$ cat config.mk
export PLATFORM = sky130hd
export DESIGN_NAME = i2c_eeprom_byte_master
export DESIGN_NICKNAME = d
export VERILOG_FILES = /design/src/hdl/i2cee_pkg.sv /design/src/hdl/i2c_eeprom_byte_master.sv /design/src/hdl/i2cee_front.sv /design/src/hdl/i2cee_engine.sv
export VERILOG_INCLUDE_DIRS = /design/src /design/src/hdl
export SDC_FILE = /design/constraint.sdc
export NUM_CORES = 1
export LEC_CHECK = 0
export BUFFER_PORTS_ARGS = -buffer_cell sky130_fd_sc_hd__buf_2
export CELL_PAD_IN_SITES_DETAIL_PLACEMENT = 1
export CELL_PAD_IN_SITES_GLOBAL_PLACEMENT = 2
export CORE_UTILIZATION = 40
export CTS_CLUSTER_SIZE = 12
export DETAILED_ROUTE_END_ITERATION = 10
export HOLD_SLACK_MARGIN = 0.06
export PLACE_DENSITY = 0.94
export SLEW_MARGIN = 20
export SYNTH_ARGS = -nofsm -noshare
export SYNTH_HDL_FRONTEND = slang
export SYNTH_SLANG_ARGS = --single-unit
export TNS_END_PERCENT = 10
$ cat constraint.sdc
create_clock -name clk_i -period 16.1 [get_ports clk_i]
set_input_delay 3.22 -clock clk_i [delete_from_list [all_inputs] [get_ports clk_i]]
set_output_delay 3.22 -clock clk_i [all_outputs]
set_load 0.1 [all_outputs]
$ cat src/hdl/i2c_eeprom_byte_master_macros.svh
// Assertion macros shared by the I2C EEPROM byte master RTL
`ifndef I2C_EEPROM_BYTE_MASTER_MACROS_SVH
`define I2C_EEPROM_BYTE_MASTER_MACROS_SVH

// same-cycle implication, held off during reset
`define I2CEE_ASSERT_IMP(label, clk, rst_n, pre, post, msg) \
  label: assert property (@(posedge clk) disable iff (!rst_n) (pre) |-> (post)) \
    else $error(msg);

// next-cycle implication, held off during reset
`define I2CEE_ASSERT_NXT(label, clk, rst_n, pre, post, msg) \
  label: assert property (@(posedge clk) disable iff (!rst_n) (pre) |=> (post)) \
    else $error(msg);

`endif

$ cat src/hdl/i2cee_pkg.sv
// Shared types and constants of the I2C EEPROM byte master
package i2cee_pkg;

  localparam logic [1:0] CMD_NONE  = 2'd0;
  localparam logic [1:0] CMD_WRITE = 2'd1;
  localparam logic [1:0] CMD_READ  = 2'd2;

  localparam logic [1:0] REG_DEVICE_ADDRESS = 2'd0;
  localparam logic [1:0] REG_QUARTER_TICKS  = 2'd1;
  localparam logic [1:0] REG_WRITE_WAIT     = 2'd2;

  localparam logic [6:0]  DEVICE_ADDRESS_RST = 7'd87;
  localparam logic [15:0] QUARTER_TICKS_RST  = 16'd25;
  localparam logic [19:0] WRITE_WAIT_RST     = 20'd20000;

  typedef enum logic [1:0] {
    KIND_NONE,
    KIND_WRITE,
    KIND_READ
  } kind_e;

  typedef struct packed {
    kind_e      kind;
    logic [7:0] mem_addr;
    logic [7:0] write_data;
    logic       sda_in;
  } item_t;

  typedef struct packed {
    logic [6:0]  device_address;
    logic [15:0] quarter_period_ticks;
    logic [19:0] write_wait_quarters;
  } cfg_t;

  typedef struct packed {
    logic       nack_seen;
    logic       done_res;
    logic [7:0] read_data;
    logic       busy_res;
    logic       sda_out;
    logic       scl_out;
  } res_t;

endpackage

$ cat src/hdl/i2c_eeprom_byte_master.sv
// Top level of the I2C EEPROM byte master: register port, tick queue and bus engine
//
//   channel   | direction | handshake                  | contents
//   s_axis    | in        | tvalid/tready              | tuser cmd, tdata tick item
//   m_axis    | out       | tvalid/tready              | tdata line levels and status
//   apb       | in        | psel/penable, pready high  | three registers at 0x0, 0x4, 0x8
//
// One beat in and one beat out per cycle sustained while m_axis_tready stays high; the bus engine steps once per beat.
// An input beat passes through the queue and then the result register on its way to the output.
// Reset clears the queue, the engine state and the registers to their defaults.
// A stalled output holds its beat while the queue takes up to QUEUE_DEPTH more beats.
module i2c_eeprom_byte_master
  import i2cee_pkg::*;
#(
  parameter int QUEUE_DEPTH = 2
) (
  input  logic        clk_i,
  input  logic        rst_ni,
  input  logic        s_axis_tvalid,
  output logic        s_axis_tready,
  input  logic [1:0]  s_axis_tuser,  // cmd[1:0]
  input  logic [23:0] s_axis_tdata,  // mem_addr[7:0], write_data[15:8], sda_in[16], zero[23:17]
  output logic        m_axis_tvalid,
  input  logic        m_axis_tready,
  output logic [15:0] m_axis_tdata,  // scl_out[0], sda_out[1], busy_res[2], read_data[10:3],
                                     // done_res[11], nack_seen[12], zero[15:13]
  input  logic        psel,
  input  logic        penable,
  input  logic        pwrite,
  input  logic [3:0]  paddr,
  input  logic [31:0] pwdata,
  output logic [31:0] prdata,
  output logic        pready
);

  cfg_t  cfg_q;
  item_t item;
  logic  item_valid, item_ready;
  res_t  res;

  assign pready = 1'b1;

  always_ff @(posedge clk_i or negedge rst_ni) begin
    if (!rst_ni) begin
      cfg_q.device_address       <= DEVICE_ADDRESS_RST;
      cfg_q.quarter_period_ticks <= QUARTER_TICKS_RST;
      cfg_q.write_wait_quarters  <= WRITE_WAIT_RST;
    end else if (psel && penable && pwrite && pready) begin
      unique case (paddr[3:2])
        REG_DEVICE_ADDRESS: cfg_q.device_address       <= pwdata[6:0];
        REG_QUARTER_TICKS:  cfg_q.quarter_period_ticks <= pwdata[15:0];
        REG_WRITE_WAIT:     cfg_q.write_wait_quarters  <= pwdata[19:0];
        default: ;
      endcase
    end
  end

  always_comb begin
    unique case (paddr[3:2])
      REG_DEVICE_ADDRESS: prdata = {25'd0, cfg_q.device_address};
      REG_QUARTER_TICKS:  prdata = {16'd0, cfg_q.quarter_period_ticks};
      REG_WRITE_WAIT:     prdata = {12'd0, cfg_q.write_wait_quarters};
      default:            prdata = '0;
    endcase
  end

  i2cee_front #(
    .DEPTH (QUEUE_DEPTH)
  ) u_front (
    .clk_i         (clk_i),
    .rst_ni        (rst_ni),
    .s_axis_tvalid (s_axis_tvalid),
    .s_axis_tready (s_axis_tready),
    .s_axis_tuser  (s_axis_tuser),
    .s_axis_tdata  (s_axis_tdata),
    .item_valid_o  (item_valid),
    .item_o        (item),
    .item_ready_i  (item_ready)
  );

  i2cee_engine u_engine (
    .clk_i        (clk_i),
    .rst_ni       (rst_ni),
    .cfg_i        (cfg_q),
    .item_valid_i (item_valid),
    .item_ready_o (item_ready),
    .item_i       (item),
    .res_valid_o  (m_axis_tvalid),
    .res_o        (res),
    .res_ready_i  (m_axis_tready)
  );

  assign m_axis_tdata = {3'd0, res};

endmodule

$ cat src/hdl/i2cee_front.sv
// Input side: decode tick beats and queue them for the bus engine
`include "i2c_eeprom_byte_master_macros.svh"

module i2cee_front
  import i2cee_pkg::*;
#(
  parameter int DEPTH = 2
) (
  input  logic        clk_i,
  input  logic        rst_ni,
  input  logic        s_axis_tvalid,
  output logic        s_axis_tready,
  input  logic [1:0]  s_axis_tuser,
  input  logic [23:0] s_axis_tdata,
  output logic        item_valid_o,
  output item_t       item_o,
  input  logic        item_ready_i
);

  localparam int PTR_W = (DEPTH > 1) ? $clog2(DEPTH) : 1;
  localparam int CNT_W = $clog2(DEPTH + 1);

  item_t            mem_q [DEPTH];
  logic [PTR_W-1:0] wr_ptr_q, wr_ptr_d;
  logic [PTR_W-1:0] rd_ptr_q, rd_ptr_d;
  logic [CNT_W-1:0] count_q, count_d;
  item_t            item_in;
  logic             push, pop;

  always_comb begin
    unique case (s_axis_tuser)
      CMD_WRITE: item_in.kind = KIND_WRITE;
      CMD_READ:  item_in.kind = KIND_READ;
      default:   item_in.kind = KIND_NONE;
    endcase
    item_in.mem_addr   = s_axis_tdata[7:0];
    item_in.write_data = s_axis_tdata[15:8];
    item_in.sda_in     = s_axis_tdata[16];
  end

  assign s_axis_tready = (count_q != CNT_W'(DEPTH));
  assign push          = s_axis_tvalid && s_axis_tready;
  assign item_valid_o  = (count_q != '0);
  assign pop           = item_valid_o && item_ready_i;
  assign item_o        = mem_q[rd_ptr_q];

  always_comb begin
    wr_ptr_d = wr_ptr_q;
    rd_ptr_d = rd_ptr_q;
    count_d  = count_q;
    if (push) begin
      wr_ptr_d = (wr_ptr_q == PTR_W'(DEPTH - 1)) ? '0 : wr_ptr_q + PTR_W'(1);
    end
    if (pop) begin
      rd_ptr_d = (rd_ptr_q == PTR_W'(DEPTH - 1)) ? '0 : rd_ptr_q + PTR_W'(1);
    end
    if (push && !pop) begin
      count_d = count_q + CNT_W'(1);
    end else if (pop && !push) begin
      count_d = count_q - CNT_W'(1);
    end
  end

  always_ff @(posedge clk_i or negedge rst_ni) begin
    if (!rst_ni) begin
      wr_ptr_q <= '0;
      rd_ptr_q <= '0;
      count_q  <= '0;
    end else begin
      wr_ptr_q <= wr_ptr_d;
      rd_ptr_q <= rd_ptr_d;
      count_q  <= count_d;
    end
  end

  always_ff @(posedge clk_i) begin
    if (push) begin
      mem_q[wr_ptr_q] <= item_in;
    end
  end

  `I2CEE_ASSERT_NXT(a_count_tracks, clk_i, rst_ni, push && !pop, count_q == $past(count_q) + CNT_W'(1), "queue count lost a push")

endmodule

$ cat src/hdl/i2cee_engine.sv
// Bus engine: one tick per beat, drives SCL and SDA and registers the result
`include "i2c_eeprom_byte_master_macros.svh"

module i2cee_engine
  import i2cee_pkg::*;
(
  input  logic  clk_i,
  input  logic  rst_ni,
  input  cfg_t  cfg_i,
  input  logic  item_valid_i,
  output logic  item_ready_o,
  input  item_t item_i,
  output logic  res_valid_o,
  output res_t  res_o,
  input  logic  res_ready_i
);

  typedef enum logic [3:0] {
    PH_IDLE,
    PH_START,
    PH_SEND_DEVW,
    PH_ACK_DEVW,
    PH_SEND_MEM,
    PH_ACK_MEM,
    PH_SEND_DATA,
    PH_ACK_DATA,
    PH_RESTART,
    PH_SEND_DEVR,
    PH_ACK_DEVR,
    PH_READ,
    PH_NOACK,
    PH_STOP,
    PH_WAIT
  } phase_e;

  phase_e      phase_q, phase_d;
  logic [1:0]  quarter_q, quarter_d;
  logic [15:0] tick_q, tick_d;
  logic [3:0]  bit_q, bit_d;
  logic [7:0]  shift_q, shift_d;
  logic [19:0] wait_q, wait_d;
  logic [7:0]  addr_q, addr_d;
  logic [7:0]  data_q, data_d;
  logic        is_read_q, is_read_d;
  logic        nack_q, nack_d;
  logic [7:0]  last_q, last_d;
  logic        res_valid_q;
  res_t        res_q, res_d;
  logic        pop;

  assign item_ready_o = !res_valid_q || res_ready_i;
  assign pop          = item_valid_i && item_ready_o;
  assign res_valid_o  = res_valid_q;
  assign res_o        = res_q;

  always_comb begin
    logic [15:0] period;
    logic [3:0]  bit_inc;
    logic        scl, sda, done;

    phase_d   = phase_q;
    quarter_d = quarter_q;
    tick_d    = tick_q;
    bit_d     = bit_q;
    shift_d   = shift_q;
    wait_d    = wait_q;
    addr_d    = addr_q;
    data_d    = data_q;
    is_read_d = is_read_q;
    nack_d    = nack_q;
    last_d    = last_q;
    done      = 1'b0;
    period    = (cfg_i.quarter_period_ticks == '0) ? 16'd1 : cfg_i.quarter_period_ticks;
    bit_inc   = bit_q + 4'd1;

    if (phase_q == PH_IDLE && item_i.kind != KIND_NONE) begin
      addr_d    = item_i.mem_addr;
      data_d    = item_i.write_data;
      is_read_d = (item_i.kind == KIND_READ);
      nack_d    = 1'b0;
      phase_d   = PH_START;
      quarter_d = 2'd0;
      tick_d    = '0;
      bit_d     = '0;
      bit_inc   = 4'd1;
    end

    unique case (phase_d)
      PH_IDLE, PH_WAIT: begin
        scl = 1'b1;
        sda = 1'b1;
      end
      PH_START: begin
        scl = (quarter_d != 2'd3);
        sda = (quarter_d < 2'd2);
      end
      PH_RESTART: begin
        scl = (quarter_d == 2'd1) || (quarter_d == 2'd2);
        sda = (quarter_d < 2'd2);
      end
      PH_STOP: begin
        scl = (quarter_d != 2'd0);
        sda = (quarter_d >= 2'd2);
      end
      PH_SEND_DEVW, PH_SEND_MEM, PH_SEND_DATA, PH_SEND_DEVR: begin
        scl = (quarter_d == 2'd1) || (quarter_d == 2'd2);
        sda = shift_q[7];
      end
      default: begin
        scl = (quarter_d == 2'd1) || (quarter_d == 2'd2);
        sda = 1'b1;
      end
    endcase

    if (phase_d != PH_IDLE) begin
      if ({1'b0, tick_d} + 17'd1 >= {1'b0, period}) begin
        tick_d = '0;
        if (phase_d == PH_WAIT) begin
          wait_d = wait_q - 20'd1;
          if (wait_d == '0) begin
            phase_d   = PH_IDLE;
            quarter_d = 2'd0;
            done      = 1'b1;
          end
        end else begin
          if (quarter_d == 2'd2) begin
            unique case (phase_d)
              PH_ACK_DEVW, PH_ACK_MEM, PH_ACK_DATA, PH_ACK_DEVR: begin
                nack_d = nack_d | item_i.sda_in;
              end
              PH_READ: shift_d = {shift_q[6:0], item_i.sda_in};
              default: ;
            endcase
          end
          if (quarter_d != 2'd3) begin
            quarter_d = quarter_d + 2'd1;
          end else begin
            quarter_d = 2'd0;
            unique case (phase_d)
              PH_START: begin
                phase_d = PH_SEND_DEVW;
                shift_d = {cfg_i.device_address, 1'b0};
                bit_d   = '0;
              end
              PH_SEND_DEVW, PH_SEND_MEM, PH_SEND_DATA, PH_SEND_DEVR: begin
                shift_d = {shift_q[6:0], 1'b0};
                if (bit_inc >= 4'd8) begin
                  bit_d = '0;
                  unique case (phase_d)
                    PH_SEND_DEVW: phase_d = PH_ACK_DEVW;
                    PH_SEND_MEM:  phase_d = PH_ACK_MEM;
                    PH_SEND_DATA: phase_d = PH_ACK_DATA;
                    default:      phase_d = PH_ACK_DEVR;
                  endcase
                end else begin
                  bit_d = bit_inc;
                end
              end
              PH_ACK_DEVW: begin
                phase_d = PH_SEND_MEM;
                shift_d = addr_d;
                bit_d   = '0;
              end
              PH_ACK_MEM: begin
                if (is_read_d) begin
                  phase_d = PH_RESTART;
                end else begin
                  phase_d = PH_SEND_DATA;
                  shift_d = data_d;
                  bit_d   = '0;
                end
              end
              PH_ACK_DATA: phase_d = PH_STOP;
              PH_RESTART: begin
                phase_d = PH_SEND_DEVR;
                shift_d = {cfg_i.device_address, 1'b1};
                bit_d   = '0;
              end
              PH_ACK_DEVR: begin
                phase_d = PH_READ;
                shift_d = '0;
                bit_d   = '0;
              end
              PH_READ: begin
                if (bit_inc >= 4'd8) begin
                  bit_d   = '0;
                  phase_d = PH_NOACK;
                end else begin
                  bit_d = bit_inc;
                end
              end
              PH_NOACK: phase_d = PH_STOP;
              PH_STOP: begin
                if (is_read_d) begin
                  last_d  = shift_d;
                  phase_d = PH_IDLE;
                  done    = 1'b1;
                end else if (cfg_i.write_wait_quarters == '0) begin
                  phase_d = PH_IDLE;
                  done    = 1'b1;
                end else begin
                  wait_d  = cfg_i.write_wait_quarters;
                  phase_d = PH_WAIT;
                end
              end
              default: begin
                phase_d = PH_IDLE;
                done    = 1'b1;
              end
            endcase
          end
        end
      end else begin
        tick_d = tick_d + 16'd1;
      end
    end

    res_d.scl_out   = scl;
    res_d.sda_out   = sda;
    res_d.busy_res  = (phase_d != PH_IDLE);
    res_d.read_data = last_d;
    res_d.done_res  = done;
    res_d.nack_seen = nack_d;
  end

  always_ff @(posedge clk_i or negedge rst_ni) begin
    if (!rst_ni) begin
      phase_q     <= PH_IDLE;
      quarter_q   <= '0;
      tick_q      <= '0;
      bit_q       <= '0;
      shift_q     <= '0;
      wait_q      <= '0;
      addr_q      <= '0;
      data_q      <= '0;
      is_read_q   <= 1'b0;
      nack_q      <= 1'b0;
      last_q      <= '0;
      res_valid_q <= 1'b0;
      res_q       <= '0;
    end else begin
      if (pop) begin
        phase_q   <= phase_d;
        quarter_q <= quarter_d;
        tick_q    <= tick_d;
        bit_q     <= bit_d;
        shift_q   <= shift_d;
        wait_q    <= wait_d;
        addr_q    <= addr_d;
        data_q    <= data_d;
        is_read_q <= is_read_d;
        nack_q    <= nack_d;
        last_q    <= last_d;
        res_q     <= res_d;
      end
      if (item_ready_o) begin
        res_valid_q <= item_valid_i;
      end
    end
  end

  `I2CEE_ASSERT_IMP(a_bit_range, clk_i, rst_ni, 1'b1, bit_q < 4'd8, "bit counter out of range")
  `I2CEE_ASSERT_IMP(a_idle_clear, clk_i, rst_ni, phase_q == PH_IDLE, quarter_q == 2'd0 && tick_q == '0, "idle with timing left over")
  `I2CEE_ASSERT_NXT(a_hold_state, clk_i, rst_ni, !pop, $stable(phase_q) && $stable(tick_q), "state moved without a beat")

endmodule

-- Yosys cells after proc, flatten, opt, wreduce, memory -nomap -nowiden
Memory sizes are Yosys's and may differ from the RTL's.
Cells that the tools add are included.
- $add $sub $neg: 9
- order comparisons: 4
- equality and inequality tests: 26
- muxes and demuxes: 69
- bitwise logic cells: 3
- reductions and logical operators: 39
- operators with widths (kind ; count):
    20-bit 2-to-1 mux ; 5
    4-bit 2-to-1 mux ; 19
    16-bit 2-to-1 mux ; 4
    20-bit case mux with 3 select lines ; 1
    8-bit 2-to-1 mux ; 6
    8-bit case mux with 6 select lines ; 1
    20-bit logical NOT ; 2
    4-bit case mux with 9 select lines ; 1
    4-bit == test (second input constant) ; 7
    4-bit case mux with 3 select lines ; 2
    20-bit by 1-bit subtractor with 20-bit output (second input constant) ; 1
    1-bit 2-to-1 mux ; 18
    16-bit by 1-bit adder with 17-bit output (second input constant) ; 1
    17-bit by 16-bit greater-or-equal comparator with 1-bit output ; 1
    16-bit by 1-bit adder with 16-bit output (second input constant) ; 1
    4-bit by 3-bit == test with 1-bit output (second input constant) ; 4
    16-bit logical NOT ; 1
    2-bit 2-to-1 mux ; 8
    7-bit AND reduction ; 2
    12-bit OR reduction ; 1
    4-bit OR reduction ; 3
    2-bit nonzero test ; 5
    2-bit == test (second input constant) ; 4
    4-bit by 2-bit == test with 1-bit output (second input constant) ; 2
    other kinds (26) ; 50
- flip-flop bits (word level): 132
- RAM bits: 38
- input port bits: 69
- output and inout bits: 51
- logic and storage cells: 173
- memories: 1
- memory list (name ; depth ; bits a word ; read ports ; clocked after memory_dff ; write ports ; line ; RTL):
    u_front.mem_q ; 2 ; 19 ; 1 ; 0 ; 1 ; i2cee_front.sv:23 ; item_t mem_q [DEPTH];

-- Longest topological paths before layout
Gate-level depths: netlist of the first run.
An unclocked memory read counts as a cell.
- depth in word-level cells: 13
- gate-level depth with buffers: 20
- mapped depth without buffers: 16

-- By module
A second synthesis of the first run with hierarchy kept.
- cell total of the unflattened synthesis: 935
- area total of the unflattened synthesis: 9665.5 um2
- by module, submodules not included (module ; instances ; cells an instance ; area an instance (um2) ; seq. area each (um2)):
    i2cee_engine ; 1 ; 703 ; 5974.5 ; 2127.0
    i2c_eeprom_byte_master ; 1 ; 153 ; 2089.5 ; 1092.3
    i2cee_front ; 1 ; 79 ; 1601.5 ; 1241.2

-- Worst setup path after synthesis of the first run
OpenSTA, ideal clock, no wires.
- path type: input to output
- from: input paddr[2]
- to: output prdata[0]
- arrival time: 5.839 ns
- data required time: 12.880 ns
- path slack: 7.041 ns
- cell stages on the path: 3
- buffers on the path: 1
- path through: clkbuf_1 -> mux2i_1 -> o21ai_0
- cells in the longest elaborated chain, start to end: 2
- elaborated cells on any way between the ends: 4
- those cells by class: eq/ne: 2; mux: 1; reduce/logical: 1
- ends and longest elaborated chain (element ; line ; RTL):
    start, declared ; i2c_eeprom_byte_master.sv:30 ; input logic [3:0] paddr,
    2-bit == test, or another cell as far along ; i2c_eeprom_byte_master.sv:59 ; unique case (paddr[3:2])
    20-bit case mux with 3 select lines * ; i2c_eeprom_byte_master.sv:59 ;
    end, declared ; i2c_eeprom_byte_master.sv:32 ; output logic [31:0] prdata,
Mark *: on every way between the ends. The rest lies on a longest branch, timed or not.

-- Final worst setup path of the first run
- from: input paddr[3]
- to: output prdata[3]
The elaborated chain is that of the path after synthesis.

==> impl_metrics.yaml, run 1 <==
setup_path:
  cp_slowest_stage_delay_ns: 0.64
  cp-startpoint: "paddr[3]"
  crit_path_cell_trace: "buf_2, nor2b_1, buf_4, nand2_1, o21ai_0, buf_2"
  cp.buffers_inverters: 3
  worstRegToRegCells: 16
  timing.rr.start: "u_engine.phase_q[1]"
  cp.depth: 6
  crit_type: "in2out"
  slowest_stage: "nor2b_1"
  worstSetupEndpointType: "output port"
  crit_required_ns: 12.88
  cp_top_family: "buffers and inverters"
  crit_arrival_ns: 5.18
  cp-start-kind: "input port"
  crit_top_cell: "buf_2"
  crit_fanout: 12
sta:
  setup_viol: 0
  fin_skew_ns: 0.01724
  hold_viol_final: 0
  fmax_mhz: 119.0
  tightest_slew_ns: 1.028
  slew-limit-headroom_pct: 31.18
  tns_ns: 0
  rsz0062_at_grt: "false"
  maxSlewViolCount: 0
  finalCritPeriodShare_pct: 52.19
  period_minus_slack_ns: 8.403
drt:
  routed_wl_microns: 26960
  dr_total_vias: 7861
  drt.antenna.violating_nets: 0
  drc: 0
  first_iter_violations: 588
  wire_per_inst_microns: 19.53
  vias_per_cell: 5.696
  dr.pass1.iters: 6
placement:
  dp_hpwl_microns: 19650
  gp_congestion: 0.8717
  portBuffers: 82
logic_synthesis:
  ys_top_cells_by_area: "dfrtp_1 (31%), edfxtp_1 (12%), o21ai_0 (4.3%), nand2_1 (4.3%), mux2_2 (3.8%)"
  ys_seq_area_share_pct: 46.69
  synth_xor_area_share_pct: 1.833
  yosys_register_bits: 170
  synth_edf_count: 38
  ys_types: 78
  synth_compound_area_share_pct: 18.60
  yosys.area_share.adder_pct: 3.143
  yosysTopAreaCellShare_pct: 31.17
  ys_warn_count: 0
  syn_area_sq_mm: 0.009554
  synth_top_family_by_area: "compound AO/OA/AOI/OAI gates"
  synthCells: 990
  avgSynthCellArea_sq_um: 9.651
  synth-async-reset-ratio_pct: 77.65
  synth_top_area_cell: "dfrtp_1"
  muxShareOfSynthArea_pct: 8.015
  synthSimpleGateAreaFrac_pct: 16.59
  synth_ff_type: "dfrtp_1"
cts:
  clkLatencyLatePin_ns: 0.45
  cts_resized: 0
  cts_sinks: 170
  hold_buffers: 0
  postCtsSetupRepairBufs: 0
  cts_tree: "yes"
  cts_buffer_depth: 2
  cts_root_buf: "clkbuf_16"
  clk_pin_slew_ns: 0.07
  htreeDepth: 4
  cts_inserted_buffers: 17
power_and_ir_drop:
  intPower_mw: 0.8330
  p_sw_mw: 0.5344
  p_leak_nw: 4.686
  combinationalPowerShare_pct: 26.4
  clockPowerShare_pct: 31.8
  p_sw_share_pct: 39.08
  finalPower_mw: 1.367
  pwr-share-seq_pct: 41.8
  vdd.ir_drop.worst_v: 0.0001024
  power_density_mw_per_mm2: 126.1
floorplanning:
  initial_utilization_pct: 40.70
  die_x_microns: 156.6
  die_area_sq_mm: 0.02451
  coreArea_sq_mm: 0.02347
  rows: 56
  io_pins: 120
  fp.dieH_microns: 156.6
final_layout:
  fill_cells: 2700
  diodes: 0
  finalNetCount: 1141
  ff_latch_area_sq_mm: 0.004461
  multi_input_area_sq_mm: 0.004695
  syn2layout_area_growth_pct: 13.51
  drive_gt1_share_pct: 18.76
run_status:
  run_status: "complete, no violations"
hold_path:
  worstHoldPathType: "reg2reg"
  hold_start: "u_front.wr_ptr_q"
  hold_depth: 1
global_routing:
  overflow: 0
  grt_max_degree: 73
  antenna_found_initial: 0
  grt_first_pass_wirelength_microns: 43730
  grt_pass1_vias: 7906
  grtUsageTotal_pct: 23.29
run:
  maxCapViolations: 0
==> layer usage <==
metal / up-vias / routed length (microns) / GRT usage [%] / part of all wire (%)
li1: 3711 / - / - / -
met4: 0 / 534 / 7.516 / 2.0
met3: 37 / 879 / 3.434 / 3.3
met2: 162 / 13270 / 39.07 / 49
met1: 3951 / 12270 / 30.87 / 46
met5: - / 0 / 0 / 0
==> logic make-up (layout without fill, tap and decap cells) <==
kind of cell             Yosys count  count (layout)
multiplexers                      69              69
AO/OA/AOI/OAI                    267             267
AND/OR/NAND/NOR                  331             331
buffers and inverters            107             164
other                              2              16
flip-flops                       170             170
adder cells (fa/ha/maj)           24              24
XOR/XNOR                          20              20
==> layout make-up <==
cell class / instances / area share (%)
inverter: 36 / 1.246
timing repair buffer: 96 / 4.811
tap: 319 / 3.680
multi-input combinational: 727 / 43.29
sequential: 170 / 41.13
clock buffer: 17 / 3.922
clock inverter: 15 / 1.927
==> stage by stage <==
step / hold slack (ns) / worst slack, ns / std cells / util [%] / area, sq um
2_1_floorplan: 0.4608 / 7.041 / 1004 / - / 9607
3_3_place_gp: 0.4750 / 7.831 / 1348 / 43.50 / 10210
3_5_place_dp: 0.4916 / 7.766 / 1348 / 43.50 / 10210
4_1_cts: 0.5142 / 7.713 / 1380 / 46.20 / 10850
5_1_grt: 0.5337 / 7.574 / 1380 / 46.20 / 10850
6_report: 0.5106 / 7.697 / 1380 / 46.20 / 10850
==> worst paths after layout <==
path / to / slack [ns]
max in group asynchronous: u_engine.bit_q[3] / 11.99
min reg2reg: u_front.wr_ptr_q / 0.51
min: u_front.wr_ptr_q / 0.51
max reg2reg: u_engine.last_q[5] / 10.45
min in group asynchronous: cfg_q[15] / 2.72
max: prdata[3] / 7.70
==> synthesized netlist by cell type (24+ instances only) <==
master    count
clkbuf_1     47
o21ai_0      83
inv_1        35
nor2_1       89
dfrtp_1     119
mux2_2       32
nand2_1     110
nand3_1      26
mux2i_1      30
ha_1         24
a22o_1       28
nor4_1       25
edfxtp_1     38
a21oi_1      62
==> cell usage in the layout, fill, tap and decap left out, types with 16 or more instances in the layout <==
master / n
a22o_1: 28
inv_1: 35
o21ai_0: 83
nand3_1: 25
edfxtp_1: 38
ha_1: 24
clkbuf_16: 17
a21oi_1: 62
mux2i_1: 30
dfrtp_1: 119
nor2_1: 88
mux2_2: 32
nand2_1: 110
buf_2: 81
nor4_1: 25
conb_1: 16
==> sequential cells by signal, summed over array words and instances, names as in the netlist <==
| signal | count |
|---|---|
| cfg_q | 43 |
| u_engine.addr_q | 8 |
| u_engine.bit_q | 4 |
| u_engine.data_q | 8 |
| u_engine.is_read_q | 1 |
| u_engine.last_q | 8 |
| u_engine.nack_q | 1 |
| u_engine.phase_q | 4 |
| u_engine.quarter_q | 2 |
| u_engine.res_o | 4 |
| u_engine.res_valid_o | 1 |
| u_engine.shift_q | 8 |
| u_engine.tick_q | 16 |
| u_engine.wait_q | 20 |
| u_front.count_q | 2 |
| u_front.mem_q | 38 |
| u_front.rd_ptr_q | 1 |
| u_front.wr_ptr_q | 1 |
==> power groups by stage <==
stage / combinational [mW] / clock [mW] / sequential [mW]
floorplan: 0.265 / 0 / 0.578
global placement: 0.352 / 0 / 0.579
detailed placement: 0.361 / 0 / 0.582
CTS: 0.364 / 0.446 / 0.573
global route: 0.391 / 0.459 / 0.580
finish: 0.360 / 0.435 / 0.572
Note: power is estimated with default switching activity, not from simulation.
==> inputs of run 2 (changes only) <==
--- a/config.mk
+++ b/config.mk
@@ -9,11 +9,11 @@
 export BUFFER_PORTS_ARGS = -buffer_cell sky130_fd_sc_hd__buf_2
 export CELL_PAD_IN_SITES_DETAIL_PLACEMENT = 1
 export CELL_PAD_IN_SITES_GLOBAL_PLACEMENT = 2
-export CORE_UTILIZATION = 40
+export CORE_UTILIZATION = 33
 export CTS_CLUSTER_SIZE = 12
 export DETAILED_ROUTE_END_ITERATION = 10
 export HOLD_SLACK_MARGIN = 0.06
-export PLACE_DENSITY = 0.94
+export PLACE_DENSITY = 0.84
 export SLEW_MARGIN = 20
 export SYNTH_ARGS = -nofsm -noshare
 export SYNTH_HDL_FRONTEND = slang
==> constraint.sdc (replaced) <==
create_clock -name clk_i -period 6.9 [get_ports clk_i]
set_input_delay 1.38 -clock clk_i [delete_from_list [all_inputs] [get_ports clk_i]]
set_output_delay 1.38 -clock clk_i [all_outputs]
set_load 0.1 [all_outputs]
==> run 2 against run 1 <==
  * Clock power is 130% higher
  * Cell count rose by 4.5%
  * Critical path depth rose by 11
  * Core utilization is 7.4 points lower
  * Wire length grew 2.1%
  * Via count is 0.56% lower
  * Clock-buffer cell count is the same
  * Sequential power rose by 130%
  * Sequential cell count is the same
==> impl_metrics.yaml, run 2 (synthesized netlist as in run 1, its figures left out) <==
final_layout:
  largest_reg_flops: 43
  multi_input_area_sq_mm: 0.004701
  mostFrequentLayoutCells: "dfrtp_1 (119), nand2_1 (110), nor2_1 (88), o21ai_0 (83), buf_2 (81)"
  stdcell_area_sq_mm: 0.01093
  fill_cells: 3202
  finalNetCount: 1144
  largest-register: "cfg_q"
  diodes: 0
  drive_gt1_share_pct: 19.08
  reg_top3: "cfg_q x43, u_front.mem_q x38, u_engine.wait_q x20"
  layout_commonest_cell: "dfrtp_1"
  syn2layout_area_growth_pct: 14.43
  ff_latch_area_sq_mm: 0.004461
sta:
  period_minus_slack_ns: 5.636
  finalCritPeriodShare_pct: 81.67
  rsz0062_at_grt: "false"
  tns_ns: 0
  maxSlewViolCount: 0
  setup_viol: 0
  setup_ws_ns: 1.264
  hold_viol_final: 0
  fmax_mhz: 177.4
  tightest_slew_ns: 1.038
  fin_skew_ns: 0.01761
  slew-limit-headroom_pct: 30.56
drt:
  first_iter_violations: 453
  vias_per_cell: 5.421
  drc: 0
  routed_wl_microns: 27520
  wire_per_inst_microns: 19.08
  drt.antenna.violating_nets: 0
  dr_total_vias: 7817
  dr.pass1.iters: 5
setup_path:
  crit_arrival_ns: 5.97
  cp_top_family: "simple AND/OR/NAND/NOR gates"
  cp.buffers_inverters: 1
  crit_path_cell_trace: "buf_4, or4_4, a211oi_4, nor2b_1, ha_1, and4_1, nand2_1, xor2_1, nor2_1, ha_1, and4_1, nand2_1, a221o_1, a311oi_2, nor2_2, or4_1, mux2_4"
  cp-start-kind: "register"
  crit_required_ns: 7.24
  crit_type: "reg2reg"
  cp_slowest_stage_delay_ns: 0.84
  slowest_stage: "or4_1"
  crit_fanout: 22
  worstSetupEndpointType: "register"
power_and_ir_drop:
  p_sw_mw: 1.231
  pwr-share-seq_pct: 41.9
  p_sw_share_pct: 38.88
  combinationalPowerShare_pct: 27.0
  clockPowerShare_pct: 31.1
  intPower_mw: 1.935
  p_leak_nw: 4.697
  power_density_mw_per_mm2: 289.6
  vdd.ir_drop.worst_v: 0.0002648
cts:
  cts_resized: 0
  clk_pin_slew_ns: 0.07
  cts_tree: "yes"
  cts_root_buf: "clkbuf_16"
  cts_sinks: 170
  postCtsSetupRepairBufs: 0
  clkLatencyLatePin_ns: 0.46
  htreeDepth: 4
  hold_buffers: 0
  cts_inserted_buffers: 17
  cts_buffer_depth: 2
floorplanning:
  die_x_microns: 172.2
  rows: 61
  io_pins: 120
  fp.dieH_microns: 172.2
  coreArea_sq_mm: 0.02816
  die_area_sq_mm: 0.02964
  initial_utilization_pct: 33.92
placement:
  postPlaceCellArea_sq_mm: 0.01031
  portBuffers: 82
  dp_slack_ns: 1.234
  gp_congestion: 0.8587
  dp_hpwl_microns: 20290
global_routing:
  antenna_found_initial: 0
  overflow: 0
  grtUsageTotal_pct: 19.68
  grt_max_degree: 89
  grt_first_pass_wirelength_microns: 44470
  grt_pass1_vias: 7909
run_status:
  run_status: "complete, no violations"
hold_path:
  worstHoldPathType: "reg2reg"
run:
  maxCapViolations: 0
run 2: cell types whose count changed in the layout (fill, tap and decap cells not counted):
cell / change
inv_8: +3
inv_12: -3
buf_4: +3
clkinv_4: +2
inv_6: -2
nor4_1: -1
nor4_2: +1
run 2: path summary, 6_finish.rpt:
check	from	to	slack, ns	depth (start not counted)
setup / recovery	u_engine.phase_q[0]	u_engine.last_q[2]	1.26	17
hold / removal	u_front.wr_ptr_q	u_front.wr_ptr_q	0.50	1
setup reg to reg	u_engine.phase_q[0]	u_engine.last_q[2]	1.26	17
hold reg to reg	u_front.wr_ptr_q	u_front.wr_ptr_q	0.50	1
max in group asynchronous	rst_ni	cfg_q[21]	4.69	2
min in group asynchronous	rst_ni	cfg_q[15]	1.00	1
run 2: power groups by stage:
stage / registers (mW) / logic, mW / clock network [mW]
finish: 1.33 / 0.854 / 0.985
detailed placement: 1.35 / 0.858 / 0
floorplan: 1.35 / 0.618 / 0
global route: 1.35 / 0.931 / 1.05
CTS: 1.33 / 0.864 / 1.01
global placement: 1.34 / 0.840 / 0
run 2: metal layers:
metal  up-vias  part of all wire [%]  track usage, %
met5         -                     0               0
met4         0                   2.5           6.926
met3        29                   3.7           3.662
met2       168                    47           31.61
met1      3888                    46           26.44
li1       3732                     -               -
run 2: worst reg2reg max path, stage by stage, from the launching register on:
cell and delay [ns]:
dfrtp_1 0.36, buf_4 0.21, or4_4 0.59, a211oi_4 0.43, nor2b_1 0.17, ha_1 0.26
and4_1 0.26, nand2_1 0.09, xor2_1 0.24, nor2_1 0.07, ha_1 0.30, and4_1 0.20
nand2_1 0.07, a221o_1 0.28, a311oi_2 0.54, nor2_2 0.22, or4_1 0.84, mux2_4 0.40
run 2: through the flow:
step | util, % | total power, mW | hold WS, ns | std cells
final | 38.82 | 3.166 | 0.4995 | 1442
after global placement | 36.62 | 2.182 | 0.4774 | 1410
after detailed placement | 36.62 | 2.207 | 0.4884 | 1410
after CTS | 38.82 | 3.205 | 0.5072 | 1442
after global routing | 38.82 | 3.328 | 0.5229 | 1442
after floorplan | - | 1.966 | 0.4608 | 1004
run 2: final cells by class:
cell class	count	area share, %
inverters	36	1.236
well taps	378	4.326
flip-flops and latches	170	40.80
clock buffers	17	3.891
clock inverters	15	1.774
repair buffers	99	4.978
multi-input cells	727	43.00
